<file path="src/rtl/prpu_pkg.sv">
// Shared constants and types of the page replacement policy unit.
`default_nettype none
package prpu_pkg;

   localparam int PAGE_ID_W = 8;
   localparam int POLICY_W = 2;
   localparam int NUM_FRAMES_DEF = 4;
   localparam int PAGE_BITS_DEF = 8;

   localparam logic [POLICY_W-1:0] POLICY_FIFO = 2'd0;
   localparam logic [POLICY_W-1:0] POLICY_LRU = 2'd1;
   localparam logic [POLICY_W-1:0] POLICY_SC = 2'd2;

   localparam int RSP_FIELDS_W = 2 + PAGE_ID_W;
   localparam int RSP_DATA_W = ((RSP_FIELDS_W + 7) / 8) * 8;
   localparam int RSP_PAD_W = RSP_DATA_W - RSP_FIELDS_W;

   typedef struct packed {
      logic [PAGE_ID_W-1:0] evicted_page;
      logic evicted_valid;
      logic page_fault;
   } result_type;

endpackage
`default_nettype wire

</file>
<file path="src/rtl/page_replacement_policy_unit.sv">
// Top level of the page replacement policy unit: channels and pipeline registers.
//
//   Channel  Direction  Handshake              Payload
//   req      in         req_tvalid/req_tready  req_tdata: page_id
//   rsp      out        rsp_tvalid/rsp_tready  rsp_tdata: page_fault, evicted_valid, evicted_page
//   csr      in         csr_valid/csr_ready    csr_data: policy_mode
//
// One request is taken every cycle while req_tready is high; its response is registered.
// The rate is set by the frame table, which compares, selects and updates all frames together.
// After reset the policy is FIFO, every frame is empty and recency ranks follow frame order.
// The request register keeps filling while a response waits; req_tready falls only when
// both the request register and the response register are occupied and the response is stalled.
`default_nettype none
module page_replacement_policy_unit #(
   parameter int NUM_FRAMES = prpu_pkg::NUM_FRAMES_DEF,
   parameter int PAGE_BITS = prpu_pkg::PAGE_BITS_DEF
) (
   input  wire logic clock,
   input  wire logic reset,
   input  wire logic req_tvalid,
   output logic req_tready,
   input  wire logic [prpu_pkg::PAGE_ID_W-1:0] req_tdata,   // [7:0] page_id
   output logic rsp_tvalid,
   input  wire logic rsp_tready,
   output logic [prpu_pkg::RSP_DATA_W-1:0] rsp_tdata,       // [0] page_fault, [1] evicted_valid,
                                                            // [9:2] evicted_page
   input  wire logic csr_valid,
   output logic csr_ready,
   input  wire logic [prpu_pkg::POLICY_W-1:0] csr_data      // [1:0] policy_mode
);

   logic req_valid_ff;
   logic [prpu_pkg::PAGE_ID_W-1:0] req_page_ff;
   logic rsp_valid_ff;
   prpu_pkg::result_type rsp_result_ff;
   logic [prpu_pkg::POLICY_W-1:0] policy_ff;
   prpu_pkg::result_type result;
   logic advance;

   assign advance = req_valid_ff && (!rsp_valid_ff || rsp_tready);
   assign req_tready = !req_valid_ff || advance;
   assign csr_ready = 1'b1;
   assign rsp_tvalid = rsp_valid_ff;
   assign rsp_tdata = {{prpu_pkg::RSP_PAD_W{1'b0}}, rsp_result_ff};

   prpu_frame_table #(
      .NUM_FRAMES(NUM_FRAMES),
      .PAGE_BITS(PAGE_BITS)
   ) u_frame_table (
      .clock(clock),
      .reset(reset),
      .step(advance),
      .policy(policy_ff),
      .page_id(req_page_ff),
      .result(result)
   );

   always_ff @(posedge clock) begin
      if (reset) begin
         req_valid_ff <= 1'b0;
         rsp_valid_ff <= 1'b0;
         policy_ff <= prpu_pkg::POLICY_FIFO;
      end else begin
         if (req_tready) begin
            req_valid_ff <= req_tvalid;
         end
         if (advance) begin
            rsp_valid_ff <= 1'b1;
         end else if (rsp_tready) begin
            rsp_valid_ff <= 1'b0;
         end
         if (csr_valid) begin
            policy_ff <= csr_data;
         end
      end
   end

   always_ff @(posedge clock) begin
      if (req_tready && req_tvalid) begin
         req_page_ff <= req_tdata;
      end
      if (advance) begin
         rsp_result_ff <= result;
      end
   end

endmodule
`default_nettype wire

</file>
<file path="src/rtl/prpu_frame_table.sv">
// Frame table with hit test, victim selection and per-policy book-keeping.
`default_nettype none
module prpu_frame_table #(
   parameter int NUM_FRAMES = prpu_pkg::NUM_FRAMES_DEF,
   parameter int PAGE_BITS = prpu_pkg::PAGE_BITS_DEF
) (
   input  wire logic clock,
   input  wire logic reset,
   input  wire logic step,
   input  wire logic [prpu_pkg::POLICY_W-1:0] policy,
   input  wire logic [prpu_pkg::PAGE_ID_W-1:0] page_id,
   output prpu_pkg::result_type result
);

   localparam int IDX_W = $clog2(NUM_FRAMES);
   localparam int EXT_W = (PAGE_BITS > prpu_pkg::PAGE_ID_W) ? PAGE_BITS : prpu_pkg::PAGE_ID_W;

   logic [PAGE_BITS-1:0] page_ff [NUM_FRAMES];
   logic [PAGE_BITS-1:0] page_in [NUM_FRAMES];
   logic [NUM_FRAMES-1:0] valid_ff, valid_in;
   logic [IDX_W-1:0] rank_ff [NUM_FRAMES];
   logic [IDX_W-1:0] rank_in [NUM_FRAMES];
   logic [NUM_FRAMES-1:0] ref_ff, ref_in;

   logic [EXT_W-1:0] page_ext;
   logic [PAGE_BITS-1:0] page;
   logic [EXT_W-1:0] evict_ext;
   logic [PAGE_BITS-1:0] evict_page;

   logic hit_any, inv_any, clear_any;
   logic [IDX_W-1:0] hit_idx, inv_idx, lru_idx, sc_idx, victim_idx, touch_idx;
   logic is_lru, is_sc;
   logic do_touch;
   logic [NUM_FRAMES-1:0] rank_seen;

   assign page_ext = EXT_W'(page_id);
   assign page = page_ext[PAGE_BITS-1:0];
   assign is_lru = (policy == prpu_pkg::POLICY_LRU);
   assign is_sc = (policy == prpu_pkg::POLICY_SC);

   always_comb begin
      hit_any = 1'b0;
      hit_idx = '0;
      inv_any = 1'b0;
      inv_idx = '0;
      clear_any = 1'b0;
      sc_idx = '0;
      lru_idx = '0;
      for (int i = NUM_FRAMES - 1; i >= 0; i--) begin
         if (valid_ff[i] && page_ff[i] == page) begin
            hit_any = 1'b1;
            hit_idx = IDX_W'(i);
         end
         if (!valid_ff[i]) begin
            inv_any = 1'b1;
            inv_idx = IDX_W'(i);
         end
         if (!ref_ff[i]) begin
            clear_any = 1'b1;
            sc_idx = IDX_W'(i);
         end
         if (rank_ff[i] == IDX_W'(NUM_FRAMES - 1)) begin
            lru_idx = IDX_W'(i);
         end
      end
   end

   always_comb begin
      if (inv_any) begin
         victim_idx = inv_idx;
      end else if (is_lru) begin
         victim_idx = lru_idx;
      end else begin
         victim_idx = sc_idx;
      end
   end

   assign touch_idx = hit_any ? hit_idx : victim_idx;

   always_comb begin
      page_in = page_ff;
      valid_in = valid_ff;
      ref_in = ref_ff;
      do_touch = 1'b0;
      result.page_fault = !hit_any;
      result.evicted_valid = 1'b0;
      evict_page = '0;
      if (hit_any) begin
         if (is_lru) begin
            do_touch = 1'b1;
         end else if (is_sc) begin
            ref_in[hit_idx] = 1'b1;
         end
      end else if (is_lru || is_sc) begin
         if (!inv_any) begin
            result.evicted_valid = 1'b1;
            evict_page = page_ff[victim_idx];
         end
         page_in[victim_idx] = page;
         valid_in[victim_idx] = 1'b1;
         if (is_lru) begin
            do_touch = 1'b1;
         end else begin
            if (!inv_any) begin
               for (int i = 0; i < NUM_FRAMES; i++) begin
                  if (!clear_any || IDX_W'(i) < sc_idx) begin
                     ref_in[i] = 1'b0;
                  end
               end
            end
            ref_in[victim_idx] = 1'b0;
         end
      end else begin
         if (valid_ff[NUM_FRAMES-1]) begin
            result.evicted_valid = 1'b1;
            evict_page = page_ff[NUM_FRAMES-1];
         end
         for (int i = NUM_FRAMES - 1; i > 0; i--) begin
            page_in[i] = page_ff[i-1];
            valid_in[i] = valid_ff[i-1];
         end
         page_in[0] = page;
         valid_in[0] = 1'b1;
      end
      evict_ext = EXT_W'(evict_page);
      result.evicted_page = evict_ext[prpu_pkg::PAGE_ID_W-1:0];
   end

   // The touched frame becomes most recent and every more recent frame ages by one.
   always_comb begin
      rank_in = rank_ff;
      if (do_touch) begin
         for (int i = 0; i < NUM_FRAMES; i++) begin
            if (rank_ff[i] < rank_ff[touch_idx]) begin
               rank_in[i] = rank_ff[i] + IDX_W'(1);
            end
         end
         rank_in[touch_idx] = '0;
      end
   end

   always_ff @(posedge clock) begin
      if (reset) begin
         valid_ff <= '0;
         ref_ff <= '0;
         for (int i = 0; i < NUM_FRAMES; i++) begin
            rank_ff[i] <= IDX_W'(i);
         end
      end else if (step) begin
         valid_ff <= valid_in;
         ref_ff <= ref_in;
         rank_ff <= rank_in;
      end
   end

   always_ff @(posedge clock) begin
      if (step) begin
         page_ff <= page_in;
      end
   end

   always_comb begin
      rank_seen = '0;
      for (int r = 0; r < NUM_FRAMES; r++) begin
         for (int i = 0; i < NUM_FRAMES; i++) begin
            if (rank_ff[i] == IDX_W'(r)) begin
               rank_seen[r] = 1'b1;
            end
         end
      end
   end

`ifndef SYNTHESIS
   a_rank_permutation: assert property (@(posedge clock) disable iff (reset)
      &rank_seen)
      else $error("Recency ranks are not a permutation of the frames.");

   a_evict_needs_fault: assert property (@(posedge clock) disable iff (reset)
      step && result.evicted_valid |-> result.page_fault)
      else $error("A page was evicted on a hit.");

   a_valid_monotonic: assert property (@(posedge clock) disable iff (reset)
      step |=> $countones(valid_ff) >= $past($countones(valid_ff)))
      else $error("The number of occupied frames dropped.");

   a_sc_miss_clears: assert property (@(posedge clock) disable iff (reset)
      step && !hit_any && is_sc && !inv_any |=>
         $countones(ref_ff) <= $past($countones(ref_ff)))
      else $error("A second chance replacement set a reference bit.");
`endif

endmodule
`default_nettype wire

</file>
<file path="config.mk">
export PLATFORM = sky130hd
export DESIGN_NAME = page_replacement_policy_unit
export DESIGN_NICKNAME = d
export VERILOG_FILES = /design/src/rtl/prpu_pkg.sv /design/src/rtl/page_replacement_policy_unit.sv /design/src/rtl/prpu_frame_table.sv
export SDC_FILE = /design/constraint.sdc
export NUM_CORES = 1
export LEC_CHECK = 0
export ABC_AREA = 1
export CORE_MARGIN = 5
export CORE_UTILIZATION = 34
export DETAILED_ROUTE_END_ITERATION = 8
export DONT_BUFFER_PORTS = 1
export PLACE_DENSITY = 0.5
export SETUP_SLACK_MARGIN = 0.3
export SYNTH_ARGS = -nofsm -noshare
export SYNTH_HDL_FRONTEND = slang
export SYNTH_HIERARCHICAL = 1
export SYNTH_SLANG_ARGS = --single-unit
</file>
<file path="constraint.sdc">
create_clock -name clock -period 6.1 [get_ports clock]
set_input_delay 0.305 -clock clock [delete_from_list [all_inputs] [get_ports clock]]
set_output_delay 0.305 -clock clock [all_outputs]
set_load 0.02 [all_outputs]
</file>
* Word level (Yosys, flattened, before mapping)
Index checks and enable logic that the tools add are counted.
Storage, ports and cells: register bits after elaboration 70, word-level logic and storage cells 164
Cells by class: $add $sub $neg 4, $lt $le $gt $ge 16, eq/ne operators 11, muxes and demuxes 80, bitwise logic cells 10, reductions and logical operators 26
Operators by type and width (count):
- 2-to-1 mux 2 bit | 30
- 2-to-1 mux 8 bit | 6
- 2-to-1 mux 4 bit | 10
- bitwise mux 32 bit | 1
- == test 8 bit | 4
- 2-to-1 mux 32 bit | 1
- 2-to-1 mux 1 bit | 26
- binary-select mux 8 bit (select 2 bit) | 1
- demux 8 bit (select 2 bit) | 1
- == test 2 bit, second input constant | 5
- logical AND 1 bit | 10
- adder 2 x 1 -> 2 bit, second input constant | 4
- AND 8 bit | 1
- < comparator 2 bit | 4
- NOT 8 bit | 1
- bitwise OR 4 bit | 2
- logical OR 1 bit | 7
- >= comparator 3 bit, second input constant | 2
- < comparator 2 x 3 -> 1 bit, second input constant | 2
- < comparator 3 x 1 -> 1 bit, second input constant | 2
- NOT 2 -> 3 bit | 2
- AND 4 bit | 1
- binary-select mux 2 bit (select 2 bit) | 1
- demux 1 bit (select 2 bit) | 2
- 12 further kinds | 21

* Logic depth before layout (Yosys ltp)
word-level depth 16, mapped depth 20, depth with buffers taken out 20

* By module
Netlist, hierarchy kept.
By module, submodules not included:
- prpu_frame_table | instances 1, cells each 521, area an instance 3612.2 um2, sequential area each 1281.2 um2
- page_replacement_policy_unit | instances 1, cells each 48, area an instance 760.7 um2, sequential area each 620.6 um2

* Least setup slack after synthesis
OpenSTA, ideal clock, no wires.
path kind reg2reg, from register req_page_ff[7] (netlist bit), to register u_frame_table/page_ff[10] (netlist bit), enable pin, library setup time 0.377 ns, arrival time 1.966 ns, data required time 5.723 ns, slack 3.757 ns, cell stages (with the launch flop) 13, clock period less this slack 2.343 ns, path through edfxtp_1 buf_4 inv_2 nand2_1 nand3_1 nand3b_1 nor2_2 nor2_2 nand2_2 inv_2 buf_4 nand2_2 a21oi_1
Between the ends: cells in the longest elaborated chain, start to end 8, elaborated cells between the ends (all ways) 14, those cells by class eq/ne: 4; mux: 4; bitwise: 1; reduce/logical: 5
Ends and longest elaborated chain:
- start: declaration | line page_replacement_policy_unit.sv:33 | logic [prpu_pkg::PAGE_ID_W-1:0] req_page_ff;
- start signal: assignment | line page_replacement_policy_unit.sv:80 | req_page_ff <= req_tdata;
- == test 8 bit | line prpu_frame_table.sv:50 | if (valid_ff[i] && page_ff[i] == page) begin
- logical AND 1 bit | line prpu_frame_table.sv:50
- 2-to-1 mux 1 bit (3 in series) | line prpu_frame_table.sv:50
- 2-to-1 mux 1 bit (*) | line prpu_frame_table.sv:50
- NOT 1 bit (no line) (*)
- AND reduction 2 bit (no line) (*)
- end signal: assignment | line prpu_frame_table.sv:158 | page_ff <= page_in;
- end: declaration | line prpu_frame_table.sv:18 | logic [PAGE_BITS-1:0] page_ff [NUM_FRAMES];
Mark *: on every way between the ends. The rest lies on a longest branch, timed or not. A chain may end at the register's enable or synchronous reset.

==> metrics.yaml <==
num_vias: 3854
tightest_slew_ns: 0.969
r2r_end: "u_frame_table/page_ff[19]$_DFFE_PP_"
ys_warn_count: 6
first_iter_violations: 570
whs_ns: 0.0234
critPathArrivalTime_ns: 3.19
setup_viol: 0
synth.cell_area_um2: 4370
port_buffers: 0
yosysTopAreaCell: "edfxtp_1"
worstSetupEndpoint: "u_frame_table/page_ff[19]$_DFFE_PP_"
regToRegSetupSlack_ns: 2.87
power_uw: 1300
die_width_um: 123
fin_setup_tns_ns: 0
cellLeakagePower_uw: 0.00210
yosysMostFrequentCell: "nand2_1"
place.gp.congestion: 1.05
regArea_um2: 1900
cp_data_required_time_ns: 6.06
p_per_area_nw_per_um2: 270
ios: 34
grt_first_pass_wirelength_um: 19600
synth-edff-count: 50
grt_pass1_vias: 3535
ys_top_cells_by_area: "edfxtp_1 (34%), nand2_1 (13%), dfxtp_1 (9.2%), inv_1 (6.6%), o22ai_1 (5.0%)"
core-area_um2: 12600
drt-pass1-iter-count: 7
max_stage_delay_ns: 0.94
end_kind: "register"
reg2regPathDepth: 4
min_period_ns: 3.23
finalClockSkew_ns: 0.00911
yosys-top-cells-count: "nand2_1 (150), inv_1 (77), edfxtp_1 (50), nor2_1 (43), o22ai_1 (35)"
crit_top_cell: "inv_1"
slowest_stage: "a21oi_1"
dp_slack_ns: 2.92
fmax_mhz: 309
grt_usage_pct: 17.5
clk_latency_ns: 0.34
clock_sinks: 70
holdBufCountCts: 0
ys_seq_area_share_pct: 43.5
ys_ff_latch: 70
hold_class: "primary input to register"
place_inst: 726
nFillCells: 1325
setup_ws_ns: 2.87
synth.distinct_cells: 40
synth-async-reset-ratio_pct: 0
root_buffer: "clkbuf_16"
antenna_found_initial: 0
crit_path_cell_trace: "inv_1 -> ha_1 -> inv_1 -> a21oi_1"
dieHeight_um: 123
crit_fanout: 30
cts.clk_slew.worst_paths_ns: 0.06
clk_path_buf_depth: 2
synthCells: 569
wl_um: 12900
cp-start-kind: "register"
worstSetupPathType: "register to register"
finalHoldViolCount: 0
layout.cells.non_filler: 742
gr-total-overflow: 0
h-tree-depth: 3
slew_violations: 0
cts_tree: "yes"
routedWlPerCell_um: 17.4
ys.flop_type: "edfxtp_1"
nNetsFinal: 587
dp_hpwl_um: 9960
cts_buffers: 9
postCtsSetupRepairBufs: 0
synth_top_area_share_pct: 34.3
initial_core_util_pct: 34.7
route.detailed.drc: 0
via_per_inst: 5.19
antennaDiodeCount: 0
relSlewSlack_pct: 35.3
r2r-start: "policy_ff[0]$_SDFFE_PP0P_"
finalCritPeriodShare_pct: 53.0
dieArea_um2: 15200
avgSynthCellArea_um2: 7.69
peakVddDrop_mv: 0.173
cts_resized: 0
critical_path.startpoint: "policy_ff[0]$_SDFFE_PP0P_"
grt_max_degree: 31
rows: 41
area_growth_pct: 10.2
status: "complete, no violations"
ant_nets: 0
multi_input_area_um2: 2020
rsz0062_at_grt: "no"
cap_violations: 0
final_layout_size_suffix_gt1_share_pct: 11.8
-- placed cells by master (no fill, tap or decap), drive strengths merged --
cell type / Yosys / final
clkinv: 1 / 3
edfxtp: 50 / 50
o31ai: 1 / 1
a31oi: 1 / 1
inv: 91 / 92
o2111ai: 3 / 3
nand2: 166 / 166
nor2: 53 / 53
nand4: 8 / 8
o311ai: 6 / 6
clkbuf: 5 / 9
xnor2: 4 / 4
o221a: 1 / 1
a21oi: 31 / 31
and3: 1 / 1
bufinv: 0 / 2
nand3b: 3 / 3
clkinvlp: 0 / 2
buf: 16 / 1
o211ai: 1 / 1
dfxtp: 20 / 20
nor3: 5 / 5
a311oi: 1 / 1
xor2: 2 / 2
conb: 2 / 7
ha: 7 / 7
o22ai: 35 / 35
nand3: 37 / 37
o21ai: 18 / 18
-- metrics by stage --
step                utilization (%)  instance area, um^2
global placement               35.6                 4500
detailed placement             35.6                 4500
CTS                            38.2                 4820
global route                   38.2                 4820
floorplan                         -                 4390
finish                         38.2                 4820
-- routing by layer --
metal | vias up | share of wire (%) | GRT usage, % | routed length, um
li1 | 1874 | - | - | -
met1 | 1745 | 46 | 24.4 | 6010
met2 | 197 | 41 | 24.3 | 5290
met3 | 36 | 8.7 | 6.04 | 1130
met4 | 2 | 3.7 | 6.92 | 484
met5 | - | 0.25 | 2.43 | 32
-- area by class of cell --
type                    count  share of cell area, %
clock inverters             7                   2.03
clock buffers               9                   4.67
repair buffers              1                  0.156
flip-flops and latches     70                   39.5
multi-input cells         391                   42.0
well taps                 172                   4.47
inverters                  92                   7.22
-- power breakdown --
group	total [uW]	switching, uW	internal, uW
logic	173	125	48.2
registers	568	26.8	541
clock network	561	203	359
-- kinds of logic (layout without fill, tap and decap cells) --
| group | Yosys count | after routing | share of synthesized area, % |
|---|---|---|---|
| XOR/XNOR | 6 | 6 | 1.20 |
| flip-flops | 70 | 70 | 43.5 |
| AO/OA/AOI/OAI | 98 | 98 | 13.5 |
| AND/OR/NAND/NOR | 273 | 273 | 28.9 |
| buffers and inverters | 113 | 109 | 10.7 |
| adder cells (fa/ha/maj) | 7 | 7 | 2.00 |
| other | 2 | 7 | 0.172 |
-- worst min path at each step --
stage	start	endpoint	slack (ns)	cells after the start
6_report	reset	req_valid_ff$_SDFFE_PP0P_	0.02	1
5_1_grt	reset	req_valid_ff$_SDFFE_PP0P_	0.01	1
4_1_cts	reset	req_valid_ff$_SDFFE_PP0P_	0.006	1
3_5_place_dp	reset	req_valid_ff$_SDFFE_PP0P_	0.37	1
3_3_place_gp	reset	req_valid_ff$_SDFFE_PP0P_	0.37	1
2_1_floorplan	reset	req_valid_ff$_SDFFE_PP0P_	0.37	1
-- state kept, by name, indices dropped and copies added (netlist names) --
name	cells
policy_ff	2
req_page_ff	8
req_valid_ff	1
rsp_tdata	10
rsp_tvalid	1
u_frame_table/page_ff	32
u_frame_table/rank_ff	8
u_frame_table/ref_ff	4
u_frame_table/valid_ff	4
-- critical path, delay by kind of cell, from the launching register on --
kind,cells,cell delay [ns]
buffers and inverters,2,0.73
adders and majority gates,1,0.79
AOI/OAI and AO/OA,1,0.94
DFF,1,0.38
Note: power is estimated with default switching activity, not from simulation.
